<file path="config.mk">
export PLATFORM = sky130hd
export DESIGN_NAME = multi_stack_shared_array
export DESIGN_NICKNAME = d
export VERILOG_FILES = /design/src/rtl/core/msa_pkg.sv /design/src/rtl/core/multi_stack_shared_array.sv /design/src/rtl/core/msa_div.sv
export SDC_FILE = /design/constraint.sdc
export NUM_CORES = 2
export LEC_CHECK = 0
export ABC_AREA = 1
export BUFFER_PORTS_ARGS = -buffer_cell sky130_fd_sc_hd__buf_2
export CORE_ASPECT_RATIO = 0.75
export CORE_MARGIN = 4
export CORE_UTILIZATION = 25
export DETAILED_ROUTE_END_ITERATION = 16
export GPL_TIMING_DRIVEN = 0
export PLACE_DENSITY = 0.47
export SETUP_SLACK_MARGIN = 0.4
export SLEW_MARGIN = 0
export SYNTH_ARGS = -nofsm -noshare
export SYNTH_HDL_FRONTEND = slang
export SYNTH_SLANG_ARGS = --single-unit
</file>
<file path="constraint.sdc">
create_clock -name clock -period 6.03 [get_ports clock]
set_input_delay 0.3015 -clock clock [delete_from_list [all_inputs] [get_ports clock]]
set_output_delay 0.3015 -clock clock [all_outputs]
set_load 0.02 [all_outputs]
</file>
<file path="src/rtl/core/msa_pkg.sv">
package msa_pkg;

   localparam int DEPTH_DEF      = 32;
   localparam int MAX_STACKS_DEF = 16;

   localparam int ACT_W      = 2;
   localparam int IDX_W      = 4;
   localparam int VAL_W      = 32;
   localparam int STAT_W     = 2;
   localparam int CFG_W      = 5;
   localparam int REQ_DATA_W = 40;

   typedef enum logic [ACT_W-1:0] {
      ACT_PUSH = 2'd0,
      ACT_POP  = 2'd1,
      ACT_LIST = 2'd2,
      ACT_NONE = 2'd3
   } action_type;

   typedef enum logic [STAT_W-1:0] {
      ST_OK        = 2'd0,
      ST_OVERFLOW  = 2'd1,
      ST_UNDERFLOW = 2'd2,
      ST_RANGE     = 2'd3
   } status_type;

endpackage

</file>
<file path="src/rtl/core/multi_stack_shared_array.sv">
// Several stacks sharing one word memory, each in a fixed segment.
// req channel: one beat is one operation (push, pop or list) on one stack.
// rsp channel: push, pop, overflow, underflow and bad index give one beat
// with tlast high; a list gives one beat per element, bottom to top, tlast
// on the top one. tuser carries the status code.
// csr channel: writes the stack count; the segment size is then worked out
// by a bit-serial divider and every stack is emptied. req is held off while
// that runs. Sequence: an operation goes accept, lookup, memory access,
// result, and the next item can be taken once the result beat is loaded. A
// bad index skips the memory step; an unused action code gives no beat and
// frees req after the lookup. A list reads each element and then loads its
// beat, one element at a time, since the single read port is registered.
// One item is in work at a time; req_tready is low until its last beat is
// in the output register.
// A stalled rsp holds its beat; the sequencer waits until the output
// register frees up. Reset empties all stacks, selects one stack of DEPTH
// words, and drops any pending beat. Memory contents are not cleared.
module multi_stack_shared_array #(
   parameter int DEPTH      = msa_pkg::DEPTH_DEF,
   parameter int MAX_STACKS = msa_pkg::MAX_STACKS_DEF
) (
   input  logic                           clock,
   input  logic                           reset,
   // action [1:0], stack_index [5:2], push_value [37:6], zero [39:38]
   input  logic [msa_pkg::REQ_DATA_W-1:0] req_tdata,
   input  logic                           req_tvalid,
   output logic                           req_tready,
   // data [31:0]
   output logic [msa_pkg::VAL_W-1:0]      rsp_tdata,
   // status [1:0]
   output logic [msa_pkg::STAT_W-1:0]     rsp_tuser,
   output logic                           rsp_tlast,
   output logic                           rsp_tvalid,
   input  logic                           rsp_tready,
   input  logic [msa_pkg::CFG_W-1:0]      csr_data,
   input  logic                           csr_valid,
   output logic                           csr_ready
);
   import msa_pkg::*;

   localparam int AW    = (DEPTH > 1) ? $clog2(DEPTH) : 1;
   localparam int CW    = $clog2(DEPTH + 1);
   localparam int SW    = (MAX_STACKS > 1) ? $clog2(MAX_STACKS) : 1;
   localparam int LIM   = (MAX_STACKS < DEPTH) ? MAX_STACKS : DEPTH;
   localparam int LIM_C = (LIM < 31) ? LIM : 31;
   localparam logic [CFG_W-1:0] LIM_V   = CFG_W'(LIM_C);
   localparam logic [CW-1:0]    DEPTH_V = CW'(DEPTH);

   typedef enum logic [5:0] {
      S_IDLE  = 6'b000001,
      S_DIV   = 6'b000010,
      S_CHECK = 6'b000100,
      S_OP    = 6'b001000,
      S_LREAD = 6'b010000,
      S_EMIT  = 6'b100000
   } state_type;

   state_type        state_ff, state_in;
   action_type       act_ff, act_in;
   logic [IDX_W-1:0] sidx_ff, sidx_in;
   logic [VAL_W-1:0] val_ff, val_in;
   logic [CFG_W-1:0] nstk_ff, nstk_in;
   logic [CW-1:0]    seg_ff, seg_in;
   logic [CW-1:0]    base_ff, base_in;
   logic [CW-1:0]    cnt_ff, cnt_in;
   logic [CW-1:0]    k_ff, k_in;
   logic [CW-1:0]    fill_ff [MAX_STACKS];
   logic [CW-1:0]    fill_in [MAX_STACKS];
   status_type       em_stat_ff, em_stat_in;
   logic             em_last_ff, em_last_in;
   logic             em_mem_ff, em_mem_in;
   logic             rsp_valid_ff, rsp_valid_in;
   status_type       rsp_stat_ff, rsp_stat_in;
   logic [VAL_W-1:0] rsp_data_ff, rsp_data_in;
   logic             rsp_last_ff, rsp_last_in;

   logic [VAL_W-1:0] mem [DEPTH];
   logic [VAL_W-1:0] rd_data_ff;
   logic             wr_en, rd_en;
   logic [AW-1:0]    wr_addr, rd_addr;

   logic             req_acc, csr_acc, out_free, div_done;
   logic [CFG_W-1:0] cfg_v;
   logic [CW-1:0]    div_q, cap;
   logic [SW-1:0]    fi;
   logic             in_range, last_seg;

   assign csr_ready  = state_ff == S_IDLE;
   assign req_tready = (state_ff == S_IDLE) && !csr_valid;
   assign req_acc    = req_tvalid && req_tready;
   assign csr_acc    = csr_valid && csr_ready;
   assign out_free   = !rsp_valid_ff || rsp_tready;

   // zero counts as one stack, too many saturates
   assign cfg_v = (csr_data == '0) ? CFG_W'(1) : ((csr_data > LIM_V) ? LIM_V : csr_data);

   msa_div #(
      .DW       (CW),
      .DIVIDEND (DEPTH)
   ) u_div (
      .clock    (clock),
      .reset    (reset),
      .start    (csr_acc),
      .divisor  (cfg_v),
      .done     (div_done),
      .quotient (div_q)
   );

   assign fi       = SW'(sidx_ff);
   assign in_range = CFG_W'(sidx_ff) < nstk_ff;
   assign last_seg = (CFG_W'(sidx_ff) + CFG_W'(1)) == nstk_ff;
   // last segment also holds the remainder words
   assign cap      = last_seg ? (DEPTH_V - base_ff) : seg_ff;

   always_comb begin
      state_in     = state_ff;
      act_in       = act_ff;
      sidx_in      = sidx_ff;
      val_in       = val_ff;
      nstk_in      = nstk_ff;
      seg_in       = seg_ff;
      base_in      = base_ff;
      cnt_in       = cnt_ff;
      k_in         = k_ff;
      fill_in      = fill_ff;
      em_stat_in   = em_stat_ff;
      em_last_in   = em_last_ff;
      em_mem_in    = em_mem_ff;
      rsp_valid_in = rsp_valid_ff && !rsp_tready;
      rsp_stat_in  = rsp_stat_ff;
      rsp_data_in  = rsp_data_ff;
      rsp_last_in  = rsp_last_ff;
      wr_en        = 1'b0;
      wr_addr      = AW'(base_ff + cnt_ff);
      rd_en        = 1'b0;
      rd_addr      = AW'(base_ff + cnt_ff - CW'(1));

      case (state_ff)
         S_IDLE: begin
            if (csr_acc) begin
               nstk_in = cfg_v;
               for (int i = 0; i < MAX_STACKS; i++) begin
                  fill_in[i] = '0;
               end
               state_in = S_DIV;
            end else if (req_acc) begin
               act_in   = action_type'(req_tdata[ACT_W-1:0]);
               sidx_in  = req_tdata[ACT_W+IDX_W-1:ACT_W];
               val_in   = req_tdata[ACT_W+IDX_W+VAL_W-1:ACT_W+IDX_W];
               state_in = S_CHECK;
            end
         end
         S_DIV: begin
            if (div_done) begin
               seg_in   = div_q;
               state_in = S_IDLE;
            end
         end
         S_CHECK: begin
            em_mem_in  = 1'b0;
            em_last_in = 1'b1;
            if (act_ff == ACT_NONE) begin
               state_in = S_IDLE;
            end else if (!in_range) begin
               em_stat_in = ST_RANGE;
               state_in   = S_EMIT;
            end else begin
               base_in  = CW'(sidx_ff * seg_ff);
               cnt_in   = fill_ff[fi];
               state_in = S_OP;
            end
         end
         S_OP: begin
            em_stat_in = ST_OK;
            state_in   = S_EMIT;
            case (act_ff)
               ACT_PUSH: begin
                  if (cnt_ff >= cap) begin
                     em_stat_in = ST_OVERFLOW;
                  end else begin
                     wr_en       = 1'b1;
                     fill_in[fi] = cnt_ff + CW'(1);
                  end
               end
               ACT_POP: begin
                  if (cnt_ff == '0) begin
                     em_stat_in = ST_UNDERFLOW;
                  end else begin
                     rd_en       = 1'b1;
                     em_mem_in   = 1'b1;
                     fill_in[fi] = cnt_ff - CW'(1);
                  end
               end
               ACT_LIST: begin
                  if (cnt_ff == '0) begin
                     em_stat_in = ST_UNDERFLOW;
                  end else begin
                     k_in     = '0;
                     state_in = S_LREAD;
                  end
               end
               default: begin
                  state_in = S_IDLE;
               end
            endcase
         end
         S_LREAD: begin
            rd_en      = 1'b1;
            rd_addr    = AW'(base_ff + k_ff);
            em_stat_in = ST_OK;
            em_mem_in  = 1'b1;
            em_last_in = (k_ff + CW'(1)) == cnt_ff;
            state_in   = S_EMIT;
         end
         S_EMIT: begin
            if (out_free) begin
               rsp_valid_in = 1'b1;
               rsp_stat_in  = em_stat_ff;
               rsp_data_in  = em_mem_ff ? rd_data_ff : '0;
               rsp_last_in  = em_last_ff;
               if (em_last_ff) begin
                  state_in = S_IDLE;
               end else begin
                  k_in     = k_ff + CW'(1);
                  state_in = S_LREAD;
               end
            end
         end
         default: begin
            state_in = S_IDLE;
         end
      endcase
   end

   always_ff @(posedge clock) begin
      if (reset) begin
         state_ff     <= S_IDLE;
         nstk_ff      <= CFG_W'(1);
         seg_ff       <= DEPTH_V;
         rsp_valid_ff <= 1'b0;
         for (int i = 0; i < MAX_STACKS; i++) begin
            fill_ff[i] <= '0;
         end
      end else begin
         state_ff     <= state_in;
         nstk_ff      <= nstk_in;
         seg_ff       <= seg_in;
         rsp_valid_ff <= rsp_valid_in;
         fill_ff      <= fill_in;
      end
   end

   always_ff @(posedge clock) begin
      act_ff      <= act_in;
      sidx_ff     <= sidx_in;
      val_ff      <= val_in;
      base_ff     <= base_in;
      cnt_ff      <= cnt_in;
      k_ff        <= k_in;
      em_stat_ff  <= em_stat_in;
      em_last_ff  <= em_last_in;
      em_mem_ff   <= em_mem_in;
      rsp_stat_ff <= rsp_stat_in;
      rsp_data_ff <= rsp_data_in;
      rsp_last_ff <= rsp_last_in;
   end

   always_ff @(posedge clock) begin
      if (wr_en) begin
         mem[wr_addr] <= val_ff;
      end
      if (rd_en) begin
         rd_data_ff <= mem[rd_addr];
      end
   end

   assign rsp_tvalid = rsp_valid_ff;
   assign rsp_tdata  = rsp_data_ff;
   assign rsp_tuser  = rsp_stat_ff;
   assign rsp_tlast  = rsp_last_ff;

endmodule

</file>
<file path="src/rtl/core/msa_div.sv">
module msa_div #(
   parameter int DW       = 6,
   parameter int DIVIDEND = 32
) (
   input  logic                      clock,
   input  logic                      reset,
   input  logic                      start,
   input  logic [msa_pkg::CFG_W-1:0] divisor,
   output logic                      done,
   output logic [DW-1:0]             quotient
);
   import msa_pkg::*;

   localparam int SCW = $clog2(DW + 1);

   logic [DW-1:0]    num_ff, num_in;
   logic [DW-1:0]    quo_ff, quo_in;
   logic [CFG_W-1:0] rem_ff, rem_in;
   logic [CFG_W-1:0] div_ff, div_in;
   logic [SCW-1:0]   step_ff, step_in;
   logic             busy_ff, busy_in;
   logic             done_ff, done_in;
   logic [CFG_W:0]   trial;
   logic             fits;

   // restoring division, one quotient bit per cycle
   assign trial = {rem_ff, num_ff[DW-1]};
   assign fits  = trial >= {1'b0, div_ff};

   always_comb begin
      num_in  = num_ff;
      quo_in  = quo_ff;
      rem_in  = rem_ff;
      div_in  = div_ff;
      step_in = step_ff;
      busy_in = busy_ff;
      done_in = 1'b0;
      if (start) begin
         num_in  = DW'(DIVIDEND);
         quo_in  = '0;
         rem_in  = '0;
         div_in  = divisor;
         step_in = SCW'(DW);
         busy_in = 1'b1;
      end else if (busy_ff) begin
         rem_in  = fits ? CFG_W'(trial - {1'b0, div_ff}) : CFG_W'(trial);
         num_in  = {num_ff[DW-2:0], 1'b0};
         quo_in  = {quo_ff[DW-2:0], fits};
         step_in = step_ff - SCW'(1);
         if (step_ff == SCW'(1)) begin
            busy_in = 1'b0;
            done_in = 1'b1;
         end
      end
   end

   always_ff @(posedge clock) begin
      if (reset) begin
         busy_ff <= 1'b0;
         done_ff <= 1'b0;
      end else begin
         busy_ff <= busy_in;
         done_ff <= done_in;
      end
   end

   always_ff @(posedge clock) begin
      num_ff  <= num_in;
      quo_ff  <= quo_in;
      rem_ff  <= rem_in;
      div_ff  <= div_in;
      step_ff <= step_in;
   end

   assign done     = done_ff;
   assign quotient = quo_ff;

endmodule

</file>
==> flow_metrics.env <==
export IMPL_status="complete, no violations"
export IMPL_cts_buffers_inserted=146
export IMPL_hold_depth=4
export IMPL_hp_start="reset"
export IMPL_worstMarginPinSlew_ps=1410
export IMPL_syn_inst=5765
export IMPL_reg2reg_depth=19
export IMPL_post_drt_wl_per_cell_um=20.5
export IMPL_synth_flop_cell="edfxtp_1"
export IMPL_syn_nets=5871
export IMPL_hold_end="nstk_ff[1]"
export IMPL_synth_seq_area_share_pct=65.2
export IMPL_r2r_start="fi[1]"
export IMPL_hold_viol=0
export IMPL_avgViaCountPerCell=4.43
export IMPL_ys_ff_latch=1287
export IMPL_postRouteAntennaNets=0
export IMPL_synthArstFlopShare_pct=0
export IMPL_die_h_um=423
export IMPL_skew_ps=47.2
export IMPL_yosysWarnings=0
export IMPL_min_period_over_period_pct=87.7
export IMPL_slew_violations=0
export IMPL_maxCapViolCount=0
export IMPL_core_rowCount=151
export IMPL_path_clk_slew_ps=60
export IMPL_coreArea_um2=227000
export IMPL_ys_types=41
export IMPL_grt_total_usage_pct=15.7
export IMPL_critPathKind="reg2reg"
export IMPL_routed_wl_um=191000
export IMPL_drt_iter0_markers=4175
export IMPL_grt_pass1_wl_um=273000
export IMPL_crit_path_start_kind="register"
export IMPL_fin_util_pct=30.5
export IMPL_vias=41330
export IMPL_ios=88
export IMPL_grt_ovfl_total=0
export IMPL_yosysTopAreaCell="edfxtp_1"
export IMPL_netlist_top_cells_count="nand2_1, edfxtp_1, inv_1, nand3_1, buf_2"
export IMPL_dp_cells=8986
export IMPL_clk_path_buf_depth=3
export IMPL_critPathRequiredTime_ps=6510
export IMPL_wl_met3_um=14000
export IMPL_dieWidth_um=561
export IMPL_ir_drop_mv=0.233
export IMPL_cp_arrival_ps=5760
export IMPL_drc_errors=0
export IMPL_critPathCaptureType="register"
export IMPL_gp_congestion=0.885
export IMPL_ys_top_cells_by_area="edfxtp_1, nand2_1, nand3_1"
export IMPL_critPathMaxFanout=23
export IMPL_cts_tree="done"
export IMPL_startpoint="fi[1]"
export IMPL_synth_top_area_share_pct=60.6
export IMPL_power_density_nw_per_um2=280
export IMPL_synth_most_common_cell="nand2_1"
export IMPL_grt_antenna_before_repair=14
export IMPL_post_dp_hpwl_um=138000
export IMPL_areaGrowthSynthToFinish_pct=20.7
export IMPL_synth_area_per_cell_um2=9.93
export IMPL_fill_cells=23377
export IMPL_rsz0062_at_grt="no"
export IMPL_htreeDepth=4
export IMPL_clockRootBuffer="clkbuf_16"
export IMPL_maxSlewHeadroom_pct=6.23
export IMPL_numPortBuffers=84
export IMPL_setup_violations_final=0
export IMPL_numClockSinks=1287
export IMPL_grt_max_degree=33
export IMPL_min_period_ps=5290
export IMPL_drt_met1_wl_um=91200
export IMPL_initial_core_util_pct=25.2
export IMPL_top_layer_used="met5"
export IMPL_met2_wirelength_um=81400
export IMPL_syn_area_um2=57300
export IMPL_worstSkewPairLatency_ps=790
export IMPL_p_leak_uw=0.0286
export IMPL_drive_above_1_share_pct=10.2
export IMPL_fmax_ghz=0.189
export IMPL_fin_nets=6263
export IMPL_hold_path_class="in2reg"
export IMPL_first_pass_iters=6
export IMPL_r2r_slack_ps=740
export IMPL_final_cells=9329
export IMPL_synth_edff_count=1156
export IMPL_first_global_vias=38949
export IMPL_crit_reg2reg_capture="mem[30][16]"
export IMPL_dieArea_um2=237000
-- per-layer routing --
metal,track usage (%),vias up
li1,-,19668
met1,23.5,20074
met2,23.3,1354
met3,2.88,230
met4,4.02,4
met5,0,-
-- worst max-delay path, cell delays in order (launching register included) --
cell,delay [ps]
edfxtp_1,580
inv_1,320
clkbuf_1,500
ha_1,370
a21oi_1,160
o211ai_1,110
nor2_1,90
nand2_1,190
inv_1,190
nand2_1,60
o21ai_0,90
ha_1,280
a21oi_1,130
nor2_1,50
nor2_1,80
nand3_1,200
nor3_4,460
nand2_4,370
nor2_4,440
buf_12,250
-- cell families (layout without fill, tap and decap cells) --
kind of cell / count (synthesis) / count (layout) / share of synthesized area, %
xor+xnor: 34 / 34 / 0.520
flops: 1287 / 1287 / 65.2
simple gates: 2704 / 2704 / 20.8
buf+inv: 1431 / 1929 / 9.86
mux: 1 / 1 / 0.0175
fa+ha+maj: 56 / 56 / 1.33
compound gates: 252 / 252 / 2.34
other cells: 0 / 6 / 0
-- where the power goes --
part | internal (uW) | switching, uW
Clock | 4710 | 3800
Combinational | 299 | 663
Sequential | 9760 | 104
-- what timing repair did --
item,4_1_cts,5_1_grt
resized for setup,9,3
pin swaps,12,3
hold endpoints to repair,51,0
setup endpoints to repair,1024,568
setup buffers,24,10
hold buffers,48,0
-- layout make-up --
type	count	area, um2	area share, %
Buffer	302	1410	2.04
Timing Repair Buffer	244	3200	4.63
Clock buffer	196	3880	5.62
Antenna cell	6	15.0	0.0217
Sequential cell	1287	37300	54.0
Multi-Input combinational cell	3047	14600	21.1
Clock inverter	58	617	0.892
Inverter	1129	4240	6.13
Tap cell	3060	3830	5.54
-- state kept, by name, indices dropped and copies added, names as in the netlist, 2 cells and up --
signal / cells
rsp_tdata: 32
seg_ff: 6
nstk_ff: 5
val_ff: 32
u_div.rem_ff: 5
rd_data_ff: 32
fill_ff: 96
em_stat_ff: 2
cnt_ff: 6
act_ff: 2
state_ff: 6
fi: 4
base_ff: 6
u_div.div_ff: 5
k_ff: 6
mem: 1024
rsp_tuser: 2
u_div.quotient: 6
u_div.step_ff: 3
-- how the worst max path moves through the flow --
| stage | endpoint | cells past startpoint |
|---|---|---|
| after detailed placement | mem[16][21] | 20 |
| after global routing | mem[30][18] | 20 |
| after floorplan | mem[0][0] | 19 |
| final | mem[30][16] | 19 |
| after CTS | mem[27][7] | 20 |
| after global placement | mem[31][17] | 19 |
-- layout by cell type, fill, tap and decap left out, types with 48 or more instances in the layout --
cell / n
nor2_1: 106
dfxtp_1: 131
edfxtp_1: 1156
nand2_1: 1385
buf_2: 278
nand3_1: 1010
clkbuf_16: 147
clkbuf_1: 137
inv_1: 1121
ha_1: 48
a21oi_1: 126
nand4_1: 109
o21ai_0: 80
dlygate4sd3_1: 48
-- metrics by stage --
| stage | power (uW) | hold WS, ps | cell area (um2) | worst slack (ps) | setup TNS (ps) |
|---|---|---|---|---|---|
| floorplan | 10500 | 400 | 57300 | 1140 | 0 |
| global placement | 10900 | 431 | 61500 | -2320 | -1934570 |
| detailed placement | 11000 | 422 | 63700 | -444 | -222140 |
| CTS | 19600 | 83.5 | 69000 | 411 | 0 |
| global route | 20000 | 183 | 69100 | 448 | 0 |
| finish | 19300 | 145 | 69100 | 743 | 0 |
(Power assumes the default switching activity.)
